--- src/rtl/core/mm2kh_pkg.sv ---
// ---------------------------------------------------------------------------
// mm2kh_pkg: shared types and constants for the MurmurHash2 key hash core
// Mix constants, register indexes, sequencer state and tail byte mask.
// ---------------------------------------------------------------------------
package mm2kh_pkg;

  localparam int unsigned WORD_W  = 32;
  localparam int unsigned COUNT_W = 3;
  localparam int unsigned CFG_IDX_W = 1;

  localparam logic [WORD_W-1:0] MIX_MULT   = 32'h5bd1_e995;
  localparam logic [WORD_W-1:0] SEED_RESET = 32'd5381;
  localparam int unsigned MIX_SHIFT   = 24;
  localparam int unsigned FIN_SHIFT_A = 13;
  localparam int unsigned FIN_SHIFT_B = 15;

  localparam logic [COUNT_W-1:0] FULL_COUNT = 3'd4;

  localparam logic [CFG_IDX_W-1:0] REG_HASH_SEED   = 1'b0;
  localparam logic [CFG_IDX_W-1:0] REG_BUCKET_MASK = 1'b1;

  typedef enum logic [4:0] {
    S_IDLE = 5'b00001,
    S_K1   = 5'b00010,
    S_K2   = 5'b00100,
    S_HM   = 5'b01000,
    S_FIN  = 5'b10000
  } state_t;

  // byte mask for a short final word of one to three bytes
  function automatic logic [WORD_W-1:0] tail_keep(input logic [1:0] count);
    logic [WORD_W-1:0] keep;
    case (count)
      2'd1:    keep = 32'h0000_00ff;
      2'd2:    keep = 32'h0000_ffff;
      default: keep = 32'h00ff_ffff;
    endcase
    return keep;
  endfunction

endpackage

--- src/rtl/core/mm2kh_if.sv ---
// ---------------------------------------------------------------------------
// mm2kh_if: channel interfaces for the MurmurHash2 key hash core
// Key word input, hash result output and register write channels.
// ---------------------------------------------------------------------------
interface mm2kh_key_if;
  logic                             valid;
  logic                             ready;
  logic [mm2kh_pkg::WORD_W-1:0]     data_word;
  logic [mm2kh_pkg::COUNT_W-1:0]    valid_bytes;
  logic                             first_word;
  logic                             last_word;
  logic [mm2kh_pkg::WORD_W-1:0]     key_length;

  modport source (output valid, data_word, valid_bytes, first_word, last_word,
                  key_length, input ready);
  modport sink   (input valid, data_word, valid_bytes, first_word, last_word,
                  key_length, output ready);
endinterface

interface mm2kh_result_if;
  logic                         valid;
  logic                         ready;
  logic [mm2kh_pkg::WORD_W-1:0] hash_value;
  logic [mm2kh_pkg::WORD_W-1:0] bucket_index;

  modport source (output valid, hash_value, bucket_index, input ready);
  modport sink   (input valid, hash_value, bucket_index, output ready);
endinterface

interface mm2kh_cfg_if;
  logic                            valid;
  logic                            ready;
  logic [mm2kh_pkg::CFG_IDX_W-1:0] index;
  logic [mm2kh_pkg::WORD_W-1:0]    data;

  modport source (output valid, index, data, input ready);
  modport sink   (input valid, index, data, output ready);
endinterface

--- src/rtl/core/murmur2_key_hash_core.sv ---
// ---------------------------------------------------------------------------
// murmur2_key_hash_core: streaming 32-bit MurmurHash2 with bucket index
// One shared 32x32 multiplier under a five-state sequencer.
// Word steps: full word K1, K2, HM; short word HM; empty word none; a last word
// adds FIN for the avalanche (held while the result register is still occupied).
// The multiplier is the bottleneck: k*M, k*M, h*M, final h*M in turn.
// Reset (rst, sync): seed 5381, mask 0, running hash 0, no result pending.
// ---------------------------------------------------------------------------
module murmur2_key_hash_core (
  input  logic             clk,
  input  logic             rst,
  mm2kh_key_if.sink        key,
  mm2kh_result_if.source   result,
  mm2kh_cfg_if.sink        cfg
);

  mm2kh_pkg::state_t state, state_next;

  logic [mm2kh_pkg::WORD_W-1:0] hash_seed;
  logic [mm2kh_pkg::WORD_W-1:0] bucket_mask;
  logic [mm2kh_pkg::WORD_W-1:0] running_hash;
  logic [mm2kh_pkg::WORD_W-1:0] block;
  logic                         last;
  logic                         out_valid;
  logic [mm2kh_pkg::WORD_W-1:0] out_hash;
  logic [mm2kh_pkg::WORD_W-1:0] out_bucket;

  logic                         key_take;
  logic                         out_free;
  logic                         is_full;
  logic                         is_empty;
  logic [mm2kh_pkg::WORD_W-1:0] start_hash;
  logic [mm2kh_pkg::WORD_W-1:0] mul_a;
  logic [mm2kh_pkg::WORD_W-1:0] mul_p;
  logic [mm2kh_pkg::WORD_W-1:0] fin_hash;

  assign key.ready    = (state == mm2kh_pkg::S_IDLE);
  assign key_take     = key.valid && key.ready;
  assign out_free     = !out_valid || result.ready;
  assign cfg.ready    = 1'b1;

  assign result.valid        = out_valid;
  assign result.hash_value   = out_hash;
  assign result.bucket_index = out_bucket;

  assign is_full    = (key.valid_bytes >= mm2kh_pkg::FULL_COUNT);
  assign is_empty   = (key.valid_bytes == '0);
  assign start_hash = key.first_word ? (hash_seed ^ key.key_length) : running_hash;

  // shared multiplier, product truncated to 32 bits
  always_comb begin
    case (state)
      mm2kh_pkg::S_K1,
      mm2kh_pkg::S_K2: mul_a = block;
      mm2kh_pkg::S_HM: mul_a = running_hash;
      default:         mul_a = running_hash ^ (running_hash >> mm2kh_pkg::FIN_SHIFT_A);
    endcase
  end

  assign mul_p    = mul_a * mm2kh_pkg::MIX_MULT;
  assign fin_hash = mul_p ^ (mul_p >> mm2kh_pkg::FIN_SHIFT_B);

  always_comb begin
    state_next = state;
    case (state)
      mm2kh_pkg::S_IDLE: begin
        if (key_take) begin
          if (is_full) begin
            state_next = mm2kh_pkg::S_K1;
          end else if (!is_empty) begin
            state_next = mm2kh_pkg::S_HM;
          end else if (key.last_word) begin
            state_next = mm2kh_pkg::S_FIN;
          end
        end
      end
      mm2kh_pkg::S_K1: state_next = mm2kh_pkg::S_K2;
      mm2kh_pkg::S_K2: state_next = mm2kh_pkg::S_HM;
      mm2kh_pkg::S_HM: state_next = last ? mm2kh_pkg::S_FIN : mm2kh_pkg::S_IDLE;
      mm2kh_pkg::S_FIN: begin
        if (out_free) begin
          state_next = mm2kh_pkg::S_IDLE;
        end
      end
      default: state_next = mm2kh_pkg::S_IDLE;
    endcase
  end

  always_ff @(posedge clk) begin
    if (rst) begin
      state        <= mm2kh_pkg::S_IDLE;
      running_hash <= '0;
      hash_seed    <= mm2kh_pkg::SEED_RESET;
      bucket_mask  <= '0;
      out_valid    <= 1'b0;
    end else begin
      state <= state_next;

      if (cfg.valid && cfg.ready) begin
        case (cfg.index)
          mm2kh_pkg::REG_HASH_SEED:   hash_seed   <= cfg.data;
          mm2kh_pkg::REG_BUCKET_MASK: bucket_mask <= cfg.data;
          default: ;
        endcase
      end

      if (state == mm2kh_pkg::S_FIN && out_free) begin
        out_valid <= 1'b1;
      end else if (result.ready) begin
        out_valid <= 1'b0;
      end

      case (state)
        mm2kh_pkg::S_IDLE: begin
          if (key_take) begin
            last <= key.last_word;
            if (is_full) begin
              running_hash <= start_hash;
              block        <= key.data_word;
            end else if (!is_empty) begin
              // tail fold: xor bytes in, then h*M ^ 0 in the mix step
              running_hash <= start_hash
                              ^ (key.data_word & mm2kh_pkg::tail_keep(key.valid_bytes[1:0]));
              block        <= '0;
            end else begin
              running_hash <= start_hash;
            end
          end
        end
        mm2kh_pkg::S_K1: block <= mul_p ^ (mul_p >> mm2kh_pkg::MIX_SHIFT);
        mm2kh_pkg::S_K2: block <= mul_p;
        mm2kh_pkg::S_HM: running_hash <= mul_p ^ block;
        mm2kh_pkg::S_FIN: begin
          if (out_free) begin
            out_hash   <= fin_hash;
            out_bucket <= fin_hash & bucket_mask;
          end
        end
        default: ;
      endcase
    end
  end

`ifndef SYNTHESIS
  a_full_word_mixes: assert property (@(posedge clk) disable iff (rst)
    (key.valid && key.ready && key.valid_bytes >= mm2kh_pkg::FULL_COUNT)
      |=> state == mm2kh_pkg::S_K1)
    else $error("full word did not start block mix");

  a_fin_emits: assert property (@(posedge clk) disable iff (rst)
    (state == mm2kh_pkg::S_FIN && (!result.valid || result.ready))
      |=> (result.valid && state == mm2kh_pkg::S_IDLE))
    else $error("avalanche did not produce a result word");

  a_mid_word_no_result: assert property (@(posedge clk) disable iff (rst)
    (state == mm2kh_pkg::S_HM && !last) |=> (state == mm2kh_pkg::S_IDLE && !$rose(result.valid)))
    else $error("non-last word produced a result");
`endif

endmodule
--- src/flat_wrapper.sv ---
// flat-port wrapper written by rule: the top's interface ports become plain ports
module murmur2_key_hash_core_flat 
  (clk, rst, key_valid, key_data_word, key_valid_bytes, key_first_word, key_last_word, key_key_length, key_ready, result_valid, result_hash_value, result_bucket_index, result_ready, cfg_valid, cfg_index, cfg_data, cfg_ready);
  mm2kh_key_if key_i ();
  mm2kh_result_if result_i ();
  mm2kh_cfg_if cfg_i ();
  input  logic clk;
  input  logic rst;
  input wire logic [$bits(key_i.valid)-1:0] key_valid;
  input wire logic [$bits(key_i.data_word)-1:0] key_data_word;
  input wire logic [$bits(key_i.valid_bytes)-1:0] key_valid_bytes;
  input wire logic [$bits(key_i.first_word)-1:0] key_first_word;
  input wire logic [$bits(key_i.last_word)-1:0] key_last_word;
  input wire logic [$bits(key_i.key_length)-1:0] key_key_length;
  output wire logic [$bits(key_i.ready)-1:0] key_ready;
  output wire logic [$bits(result_i.valid)-1:0] result_valid;
  output wire logic [$bits(result_i.hash_value)-1:0] result_hash_value;
  output wire logic [$bits(result_i.bucket_index)-1:0] result_bucket_index;
  input wire logic [$bits(result_i.ready)-1:0] result_ready;
  input wire logic [$bits(cfg_i.valid)-1:0] cfg_valid;
  input wire logic [$bits(cfg_i.index)-1:0] cfg_index;
  input wire logic [$bits(cfg_i.data)-1:0] cfg_data;
  output wire logic [$bits(cfg_i.ready)-1:0] cfg_ready;
  assign key_i.valid = key_valid;
  assign key_i.data_word = key_data_word;
  assign key_i.valid_bytes = key_valid_bytes;
  assign key_i.first_word = key_first_word;
  assign key_i.last_word = key_last_word;
  assign key_i.key_length = key_key_length;
  assign key_ready = key_i.ready;
  assign result_valid = result_i.valid;
  assign result_hash_value = result_i.hash_value;
  assign result_bucket_index = result_i.bucket_index;
  assign result_i.ready = result_ready;
  assign cfg_i.valid = cfg_valid;
  assign cfg_i.index = cfg_index;
  assign cfg_i.data = cfg_data;
  assign cfg_ready = cfg_i.ready;
  murmur2_key_hash_core u_core (.clk(clk), .rst(rst), .key(key_i), .result(result_i), .cfg(cfg_i));
endmodule
--- config.mk ---
export PLATFORM = sky130hd
export DESIGN_NAME = murmur2_key_hash_core_flat
export DESIGN_NICKNAME = d
export VERILOG_FILES = /design/src/rtl/core/mm2kh_pkg.sv /design/src/rtl/core/mm2kh_if.sv /design/src/rtl/core/murmur2_key_hash_core.sv /design/src/flat_wrapper.sv
export SDC_FILE = /design/constraint.sdc
export NUM_CORES = 1
export LEC_CHECK = 0
export ABC_AREA = 1
export BUFFER_PORTS_ARGS = -buffer_cell sky130_fd_sc_hd__buf_4
export CAP_MARGIN = 20
export CORE_UTILIZATION = 50
export CTS_CLUSTER_SIZE = 24
export DETAILED_ROUTE_END_ITERATION = 10
export PLACE_DENSITY = 0.8
export SLEW_MARGIN = 30
export SYNTH_ARGS = -nofsm -noshare
export SYNTH_HDL_FRONTEND = slang
export SYNTH_SLANG_ARGS = --single-unit
--- constraint.sdc ---
create_clock -name clk -period 23.8 [get_ports clk]
set_clock_uncertainty 0.2 [all_clocks]
set_input_delay 7.14 -clock clk [delete_from_list [all_inputs] [get_ports clk]]
set_output_delay 7.14 -clock clk [all_outputs]
set_load 0.1 [all_outputs]
# ---- After elaboration in Yosys (flattened, before gate mapping)
# Index checks and enable logic that the tools add are counted.
dict set report classes {
  addsub 0
  multipliers 1
  n_div 0
  order_cmp 1
  n_eq_ne 11
  shifts 0
  muxes 25
  bitwise_logic 10
  n_reduce_logical 16
}
# cell n
set op_table {}
lappend op_table {{$mux W32} 12}
lappend op_table {{$pmux W32 S2} 2}
lappend op_table {{$pmux W32 S3} 1}
lappend op_table {{$xor A32 B32 Y32} 3}
lappend op_table {{$and A32 B32 Y32} 2}
lappend op_table {{$pmux W24 S2} 1}
lappend op_table {{$mul A32 B31 Y32 const B} 1}
lappend op_table {{$xor A32 B17 Y32} 1}
lappend op_table {{$xor A32 B19 Y32} 1}
lappend op_table {{$xor A32 B8 Y32} 1}
lappend op_table {{$mux W5} 6}
lappend op_table {{$pmux W5 S5} 1}
lappend op_table {{$reduce_and A3 Y1} 3}
lappend op_table {{$reduce_and A2 Y1} 3}
lappend op_table {{$eq A5 B1 Y1 const B} 1}
lappend op_table {{$eq A5 B2 Y1 const B} 1}
lappend op_table {{$eq A5 B3 Y1 const B} 1}
lappend op_table {{$eq A5 B4 Y1 const B} 1}
lappend op_table {{$eq A5 B5 Y1 const B} 1}
lappend op_table {{$ne A4 B4 Y1 const B} 1}
lappend op_table {{$reduce_and A4 Y1} 1}
lappend op_table {{$reduce_bool A2 Y1} 2}
lappend op_table {{$ge A3 B3 Y1 const B} 1}
lappend op_table {{$logic_not A3 Y1} 1}
lappend op_table {{12 further kinds} 15}
dict set report totals {
  regBits 199
  latchBits 0
  mem_bits_rw 0
  romBits 0
  in_bits 107
  elab_cells 73
  memories 0
}

# ---- Logic depth before layout (Yosys ltp)
# Gate-level depths: netlist of the first run.
dict set report depth {
  word_depth 13
  ltp_mapped 44
  ltp_nobuf 43
}

# ---- Worst setup path before layout of the first run
# OpenSTA, ideal clock, no wires.
dict set report synth_path {
  kind {input port to flip-flop}
  startpoint {input rst}
  endpoint {register u_core.out_bucket (netlist bit u_core.result.bucket_index[0]), enable pin}
  arrival_ps 11732
  required_time_ps 23035
  path_slack_ps 11303
  stages 2
  n_path_buf 1
  cell_sequence {clkbuf_1 -> nor3_1}
}
dict set report synth_via {
  elab_chain_len 2
}
# element line_no
set synth_rtl {}
lappend synth_rtl {{from (decl)} flat_wrapper.sv:8} ;# input logic rst;
lappend synth_rtl {{$not A1 Y1 (no source line)} --}
lappend synth_rtl {{$reduce_and A3 Y1 (no source line)} --}
lappend synth_rtl {{to (signal assigned)} murmur2_key_hash_core.sv:136} ;# out_bucket <= fin_hash & bucket_mask;
lappend synth_rtl {{to (decl)} murmur2_key_hash_core.sv:26} ;# logic [mm2kh_pkg::WORD_W-1:0] out_bucket;
# No other way between the ends.
# A chain may end at the register's enable or synchronous reset.

# ---- Worst setup path in the final report of the first run
dict set report layout_path {
  startpoint {register u_core.state[4]}
  endpoint {register u_core.block[6] in the netlist's numbering, data pin}
}
dict set report layout_via {
  elab_chain_len 6
  elab_cells_between_ends 9
}
# element line_no
set layout_rtl {}
lappend layout_rtl {{from (decl)} murmur2_key_hash_core.sv:17} ;# mm2kh_pkg::state_t state, state_next;
lappend layout_rtl {{from (signal assigned)} murmur2_key_hash_core.sv:91} ;# state <= mm2kh_pkg::S_IDLE;
lappend layout_rtl {{from (signal assigned)} murmur2_key_hash_core.sv:97} ;# state <= state_next;
lappend layout_rtl {{$eq A5 B2 Y1 / $eq A5 B3 Y1 (equally long branches)} {murmur2_key_hash_core.sv:52, murmur2_key_hash_core.sv:113}}
lappend layout_rtl {{$reduce_or A2 Y1} murmur2_key_hash_core.sv:52} ;# case (state)
lappend layout_rtl {{$pmux W32 S2} murmur2_key_hash_core.sv:52}
lappend layout_rtl {{$mul A32 B31 Y32} murmur2_key_hash_core.sv:60} ;# assign mul_p = mul_a * mm2kh_pkg::MIX_MULT;
lappend layout_rtl {{$xor A32 B8 Y32} murmur2_key_hash_core.sv:130} ;# mm2kh_pkg::S_K1: block <= mul_p ^ (mul_p >> mm2kh_pkg::MIX_SHIFT);
lappend layout_rtl {{$pmux W32 S3 (*)} murmur2_key_hash_core.sv:113} ;# case (state)
lappend layout_rtl {{to (signal assigned)} murmur2_key_hash_core.sv:119} ;# block <= key.data_word;
lappend layout_rtl {{to (signal assigned)} murmur2_key_hash_core.sv:130}
lappend layout_rtl {{to (signal assigned)} murmur2_key_hash_core.sv:131} ;# mm2kh_pkg::S_K2: block <= mul_p;
lappend layout_rtl {{to (decl)} murmur2_key_hash_core.sv:22} ;# logic [mm2kh_pkg::WORD_W-1:0] block;
# Every way passes the cells marked *; elsewhere a longest branch is shown, timed or not.

==> metrics.txt, run 1 <==
Max Buffers Root-to-Sink 2; setup bufs post-CTS 0; TNS Setup 0 ns; R2R Path Start u_core.state[4]; final cell count without fillers 2964; num ports 174; Filler cells 3330; Clk Latency, worst-skew pair 0.46 ns; area grow syn2layout 12.8%; top cell type's share of synthesized area 0.181; Chip Width 197 um; die height 197 um; Final Critical Period 10.69 ns; Worst Path Arrival 10.67 ns; htree depth 4; area leader, netlist fa_1; global route overflow 0; CP Max Fanout 39; Cells after Synth 2292; vias 16500; First DRT Iteration DRCs 1670; Mapped Nets 2777; max-slew violation count 0; WL final 61300 um; hold_buf cts 0; crit path kind register to register; Post-synth ARST share 0; count leader, synth inv_1; die area 38800 um2; dpl hpwl 49200 um; top cells by count, synth inv_1 (542), nand2_1 (307), ha_1 (206), nor2_1 (178), fa_1 (172); core area 37600 um2; RSZ-0062 raised after global routing no; status complete, no violations; register bit total from synthesis 199; CTS tree done; layout cells sized above 1 0.121; final worst slack 13.11 ns; Post-synth EDFFs 97; global-route wire length before repair 93500 um; syn_area_per_cell 8.30 um2; Hold Violations, Final 0; largest net degree at the start of global routing 87; vias in the first global route 16600; f_max 93.6 MHz; Synth Warn # 0; Net count, final 2925; initial antenna violation count 0; Max transition margin 0.263; CTS sink cnt 199; CP required 23.78 ns; Hold Crit Start u_core.bucket_mask[21]; register area share after synthesis 0.260; Port Buffers 172; FP Rows 71; ranking of synthesized cells by area fa_1 (18%), edfxtp_1 (15%), ha_1 (14%); Tot GR Track Use 0.321; first drt pass iteration count 6; HP Class register to register; Setup violations, final 0; Initial Util 0.506; final cell utilization of the core 0.572; diode count 0; post-cts resize count 0; # Max-Cap Violations 0; Synth Cell Area 19000 um2; Worst Max-Slew Pin Slew 1.10 ns; CTS Buf Count 17; clk root buf clkbuf_16; most frequent cell on the critical path inv_1; Cell variety after synth 54; residual DRC count 0; Worst-path clk slew 0.08 ns; CP peak stage delay 0.81 ns; routability cong. 1.00; WL per Instance 20.7 um; placed cell count 2932; Worst Setup SP u_core.state[4]; vias per std cell 5.55; ys flop type dfxtp_1; fin crit share 0.449; CP startpoint kind register; Setup WS pre-CTS 13.44 ns; Max stage delay cell, worst path nor2_1; crit end category register; Antenna Nets Post-Route 0
routing by layer:
layer | track usage | vias up | part of all wire
li1 | - | 7468 | -
met1 | 0.420 | 8009 | 0.40
met2 | 0.530 | 849 | 0.47
met3 | 0.0589 | 131 | 0.087
met4 | 0.120 | 0 | 0.038
met5 | 0 | - | 0
through the flow:
stage / hold WS, ns / instance area [um2]
after floorplan: 0.230 / 19000
after global placement: 0.241 / 20900
after detailed placement: 0.248 / 20900
after CTS: 0.260 / 21500
after global routing: 0.284 / 21500
final: 0.258 / 21500
cell type report:
| cell class | count | area, um2 | area share |
|---|---|---|---|
| Timing Repair Buffer | 188 | 1410 | 0.0657 |
| Clock buffer | 20 | 489 | 0.0228 |
| Clock inverter | 12 | 120 | 0.00559 |
| Sequential cell | 199 | 4950 | 0.231 |
| Tap cell | 511 | 639 | 0.0298 |
| Multi-Input combinational cell | 1483 | 11800 | 0.549 |
| Inverter | 551 | 2070 | 0.0964 |
kinds of logic after synthesis:
family,Yosys count,synth area share
other cells,1,0.000197
buf+inv,610,0.121
flops,199,0.260
simple gates,647,0.146
compound gates,340,0.102
xor+xnor,116,0.0538
mux,1,0.000526
fa+ha+maj,378,0.316
state kept, by name, summed over array words and instances, names as in the netlist:
register                    flops
u_core.block                   32
u_core.bucket_mask             32
u_core.hash_seed               32
u_core.result.bucket_index     32
u_core.result.hash_value       32
u_core.running_hash            32
u_core.state                    5
u_core.last                     1
u_core.result.valid             1
critical path: cells and delay by family (launching register included):
kind	cells	cell delay [ns]
and+or+nand+nor	8	2.49
adders and majority gates	9	3.82
buffers and inverters	10	2.03
AOI/OAI and AO/OA	9	1.45
DFF	1	0.36
cells in the final DEF (no fill, tap or decap), drive strengths merged, types with 20 or more instances in the layout:
| cell | n |
|---|---|
| buf | 188 |
| inv | 559 |
| a21oi | 85 |
| ha | 206 |
| nand2 | 323 |
| dfxtp | 102 |
| clkbuf | 20 |
| edfxtp | 97 |
| fa | 172 |
| o21ai | 176 |
| xor2 | 76 |
| nand3 | 86 |
| xnor2 | 40 |
| nor2 | 181 |
worst paths after layout:
check / endpoint / slack, ns / cells past startpoint
max: u_core.block[6] / 13.11 / 36
min: u_core.bucket_mask[21] / 0.26 / 2
max reg2reg: u_core.block[6] / 13.11 / 36
min reg2reg: u_core.bucket_mask[21] / 0.26 / 2
Power of run 1 is left out: the tool's default activity adds up to more than one toggle a clock period on the data nets, which glitch-free logic cannot reach.
==> run 2, diff against run 1 <==
- clock period: 23.8 -> 9.85 ns (I/O delays scaled with it)
==> metrics.txt, run 2 (synthesis results as in run 1) <==
FP Rows 71; WL per Instance 21.0 um; vias in the first global route 16700; Setup violations, final 0; WL final 62600 um; met1 GRT Util 0.440; CP startpoint kind register; CTS Buf Count 17; RSZ-0062 raised after global routing no; Max Buffers Root-to-Sink 2; Final Critical Period 9.33 ns; htree depth 4; first drt pass iteration count 5; Hold Violations, Final 0; TNS Setup 0 ns; fin crit share 0.947; layout cells sized above 1 0.128; CP required 9.84 ns; grt peak-use layer met2; CP Max Fanout 20; Worst Max-Slew Pin Slew 0.957 ns; # Max-Cap Violations 0; dpl hpwl 50900 um; area grow syn2layout 13.6%; HP Class register to register; setup bufs post-CTS 0; Port Buffers 172; die height 197 um; diode count 0; core area 37600 um2; die area 38800 um2; num ports 174; Max transition margin 0.362; Setup WS pre-CTS 0.662 ns; Worst Path Arrival 9.31 ns; CTS tree done; initial antenna violation count 1; Filler cells 3308; routing usage on met2 0.537; worst hold slack 0.258 ns; max-slew violation count 0; Antenna Nets Post-Route 0; final worst slack 0.523 ns; M3 GR Usage 0.0550; routability cong. 1.05; Worst-path clk slew 0.08 ns; crit end category register; Net count, final 2943; Clk Latency, worst-skew pair 0.45 ns; First DRT Iteration DRCs 1911; largest net degree at the start of global routing 87; vias 16500; Max stage delay cell, worst path o21ai_0; crit path kind register to register; global route overflow 0; most frequent cell on the critical path inv_1; Min-Delay Path Depth 2; most common cell after layout, fill and taps aside inv_1; worst reg2reg path depth 32; Initial Util 0.506; clk root buf clkbuf_16; CP peak stage delay 0.53 ns; f_max 107 MHz; status complete, no violations; residual DRC count 0; Tot GR Track Use 0.329; final cell utilization of the core 0.575; global-route wire length before repair 95600 um; vias per std cell 5.53; CTS sink cnt 199; most frequent cells in the layout inv_1 (540), nand2_1 (307), ha_1 (206), buf_4 (206), nor2_1 (175); Chip Width 197 um
## run 2: changes by cell type in the layout (fill, tap and decap cells not counted)
cell        before  now
bufinv_16        0    1
clkinv_8         1    2
o21ai_1          9    7
buf_4          188  206
o21ai_2          3    4
inv_4            1    2
o21ai_0        164  165
clkbuf_16       19   18
inv_8            5    4
clkinvlp_4       1    0
## run 2: critical path, delay by kind of cell, from the launching register on
| kind | cells | cell delay [ns] |
|---|---|---|
| AO/OA/AOI/OAI | 2 | 0.78 |
| AND/OR/NAND/NOR | 12 | 2.52 |
| buffers and inverters | 8 | 0.89 |
| XOR/XNOR | 1 | 0.50 |
| adder cells (fa/ha/maj) | 9 | 3.82 |
| flip-flops | 1 | 0.34 |
## run 2: final timing paths
check / start / to / slack, ns
worst max-delay path: u_core.state[0] / u_core.result.bucket_index[9] / 0.52
worst min-delay path: u_core.bucket_mask[19] / u_core.bucket_mask[19] / 0.26
worst max register to register: u_core.state[0] / u_core.result.bucket_index[9] / 0.52
worst min register to register: u_core.bucket_mask[19] / u_core.bucket_mask[19] / 0.26
## run 2: stage by stage
| stage | cells | instance area, um2 |
|---|---|---|
| after floorplan | 2292 | 19000 |
| after global placement | 2950 | 21000 |
| after detailed placement | 2950 | 21000 |
| after CTS | 2982 | 21600 |
| after global routing | 2982 | 21600 |
| final | 2982 | 21600 |
## run 2: per-layer routing
| layer | wire length [um] | vias up | share of wire |
|---|---|---|---|
| li1 | - | 7510 | - |
| met1 | 25100 | 8012 | 0.40 |
| met2 | 29300 | 844 | 0.47 |
| met3 | 5880 | 133 | 0.094 |
| met4 | 2270 | 2 | 0.036 |
| met5 | 11 | - | 0.00018 |
## run 2: timing repair
item | 4_1_cts | 5_1_grt
hold endpoints to repair | 0 | 0
gates resized for setup | 0 | 1
hold buffers | 0 | 0
endpoints found under the setup margin | 0 | 8
## run 2: layout make-up
| type | instances | area [um2] | area share |
|---|---|---|---|
| sequential | 199 | 4950 | 0.229 |
| clock inverter | 13 | 154 | 0.00712 |
| multi-input combinational | 1483 | 11800 | 0.545 |
| timing repair buffer | 206 | 1550 | 0.0715 |
| clock buffer | 19 | 464 | 0.0215 |
| inverter | 551 | 2070 | 0.0958 |
| tap | 511 | 639 | 0.0296 |
Power of run 2 is left out for the same reason.
==> run 3, diff against run 2 <==
- ABC_AREA: 1 -> unset
- BUFFER_PORTS_ARGS: -buffer_cell sky130_fd_sc_hd__buf_4 -> -buffer_cell sky130_fd_sc_hd__buf_2
==> metrics.txt, run 3 <==
status complete, no violations; hold_buf cts 0; Setup violations, final 0; area leader, netlist fa_1; count leader, synth inv_1; CP required 9.86 ns; ys flop type dfxtp_1; layout cells sized above 1 0.128; CTS tree done; area grow syn2layout 11.6%; crit path kind register to register; CP bufs+invs 8; global-route wire length before repair 88800 um; top cells by count, synth inv_1 (378), nand2_1 (266), ha_1 (206), fa_1 (172), a21oi_1 (125); Post-synth ARST share 0; Chip Width 195 um; Max Buffers Root-to-Sink 2; max-slew violation count 0; fin crit share 0.947; first drt pass iteration count 6; Hold Violations, Final 0; worst hold slack 0.253 ns; Max stage delay cell, worst path o31ai_1; Cells after Synth 2033; largest net degree at the start of global routing 80; # Max-Cap Violations 0; Worst Max-Slew Pin Slew 1.08 ns; vias in the first global route 15900; initial antenna violation count 3; CP Max Fanout 13; CP peak stage delay 0.58 ns; Cell variety after synth 69; Worst Path Arrival 9.34 ns; Finished Cell Area 20900 um2; HP Class register to register; FP Rows 70; Synth Cell Area 18700 um2; WL per Instance 21.3 um; vias per std cell 5.67; Net count, final 2677; most frequent cells in the layout inv_1 (378), nand2_1 (265), ha_1 (206); register area share after synthesis 0.265; Final Critical Period 9.33 ns; Hold Crit Start u_core.bucket_mask[25]; dpl hpwl 45800 um; register bit total from synthesis 199; f_max 107 MHz; Clk Latency, worst-skew pair 0.45 ns; Port Buffers 172; syn_area_per_cell 9.19 um2; Max transition margin 0.283; vias 15200; global route overflow 0; Worst Setup SP u_core.state[1]; Placed Area 20200 um2; top cell type's share of synthesized area 0.184; Worst-path clk slew 0.08 ns; CP startpoint kind register; routability cong. 0.989; TNS Setup 0 ns; num ports 174; R2R Path Start u_core.state[1]; CTS sink cnt 199; clk root buf clkbuf_16; die height 195 um; core area 36700 um2; crit end category register; CTS Buf Count 17; Post-synth EDFFs 97; Synth Warn # 0; RSZ-0062 raised after global routing no; ranking of synthesized cells by area fa_1 (18%), edfxtp_1 (16%), ha_1 (14%); htree depth 4; most common cell after layout, fill and taps aside inv_1; die area 38200 um2; residual DRC count 0; top cell family by delay on the critical path adder cells; Initial Util 0.509; Antenna Nets Post-Route 0; Mapped Nets 2518; Tot GR Track Use 0.307; First DRT Iteration DRCs 1561; WL final 57000 um
-- run 3: routing by layer --
metal	vias to the layer above	global-route usage	share of wire
met3	194	0.0544	0.084
met5	-	0	0.00025
met4	2	0.142	0.054
li1	6921	-	-
met1	7271	0.388	0.39
met2	782	0.513	0.47
-- run 3: worst reg2reg max path: cells and delay by family, from the launching register on --
kind / cells / cell delay, ns
AOI/OAI and AO/OA: 5 / 1.57
xor gates and xnor gates: 4 / 0.95
adders and majority gates: 9 / 3.88
buffers and inverters: 8 / 0.94
DFF: 1 / 0.47
and+or+nand+nor: 3 / 1.10
-- run 3: final cells by class --
class	instances	area (um2)
diodes	3	7.51
clock buffers	17	425
clock inverters	15	165
fillers	3152	15800
inverters	378	1420
multi-input cells	1377	12100
flip-flops and latches	199	4950
well taps	468	586
repair buffers	219	1240
-- run 3: final timing paths --
check / endpoint / slack [ns] / cells past startpoint
max: u_core.result.bucket_index[16] / 0.52 / 29
min: u_core.bucket_mask[25] / 0.25 / 2
max reg2reg: u_core.result.bucket_index[16] / 0.52 / 29
min reg2reg: u_core.bucket_mask[25] / 0.25 / 2
-- run 3: through the flow --
step	instances	utilization	setup slack [ns]
6_report	2676	0.568	0.518
5_1_grt	2674	0.568	0.155
4_1_cts	2670	0.567	0.0418
3_5_place_dp	2638	0.551	0.295
3_3_place_gp	2637	0.550	0.555
2_1_floorplan	2033	-	1.03
-- run 3: timing repair --
item	4_1_cts	5_1_grt
setup endpoints to repair	0	23
buffers inserted	0	3
resized for setup	0	5
-- run 3: cell families (layout without fill, tap and decap cells) --
kind of cell    count (synthesis)  in the layout  share of synthesized area
compound gates                314            314                      0.105
xor+xnor                      178            178                     0.0898
fa+ha+maj                     378            378                      0.322
buf+inv                       457            629                     0.0929
flops                         199            199                      0.265
mux                             3              3                    0.00167
other cells                     1              4                   0.000201
simple gates                  503            503                      0.123
Power of run 3 is left out for the same reason.
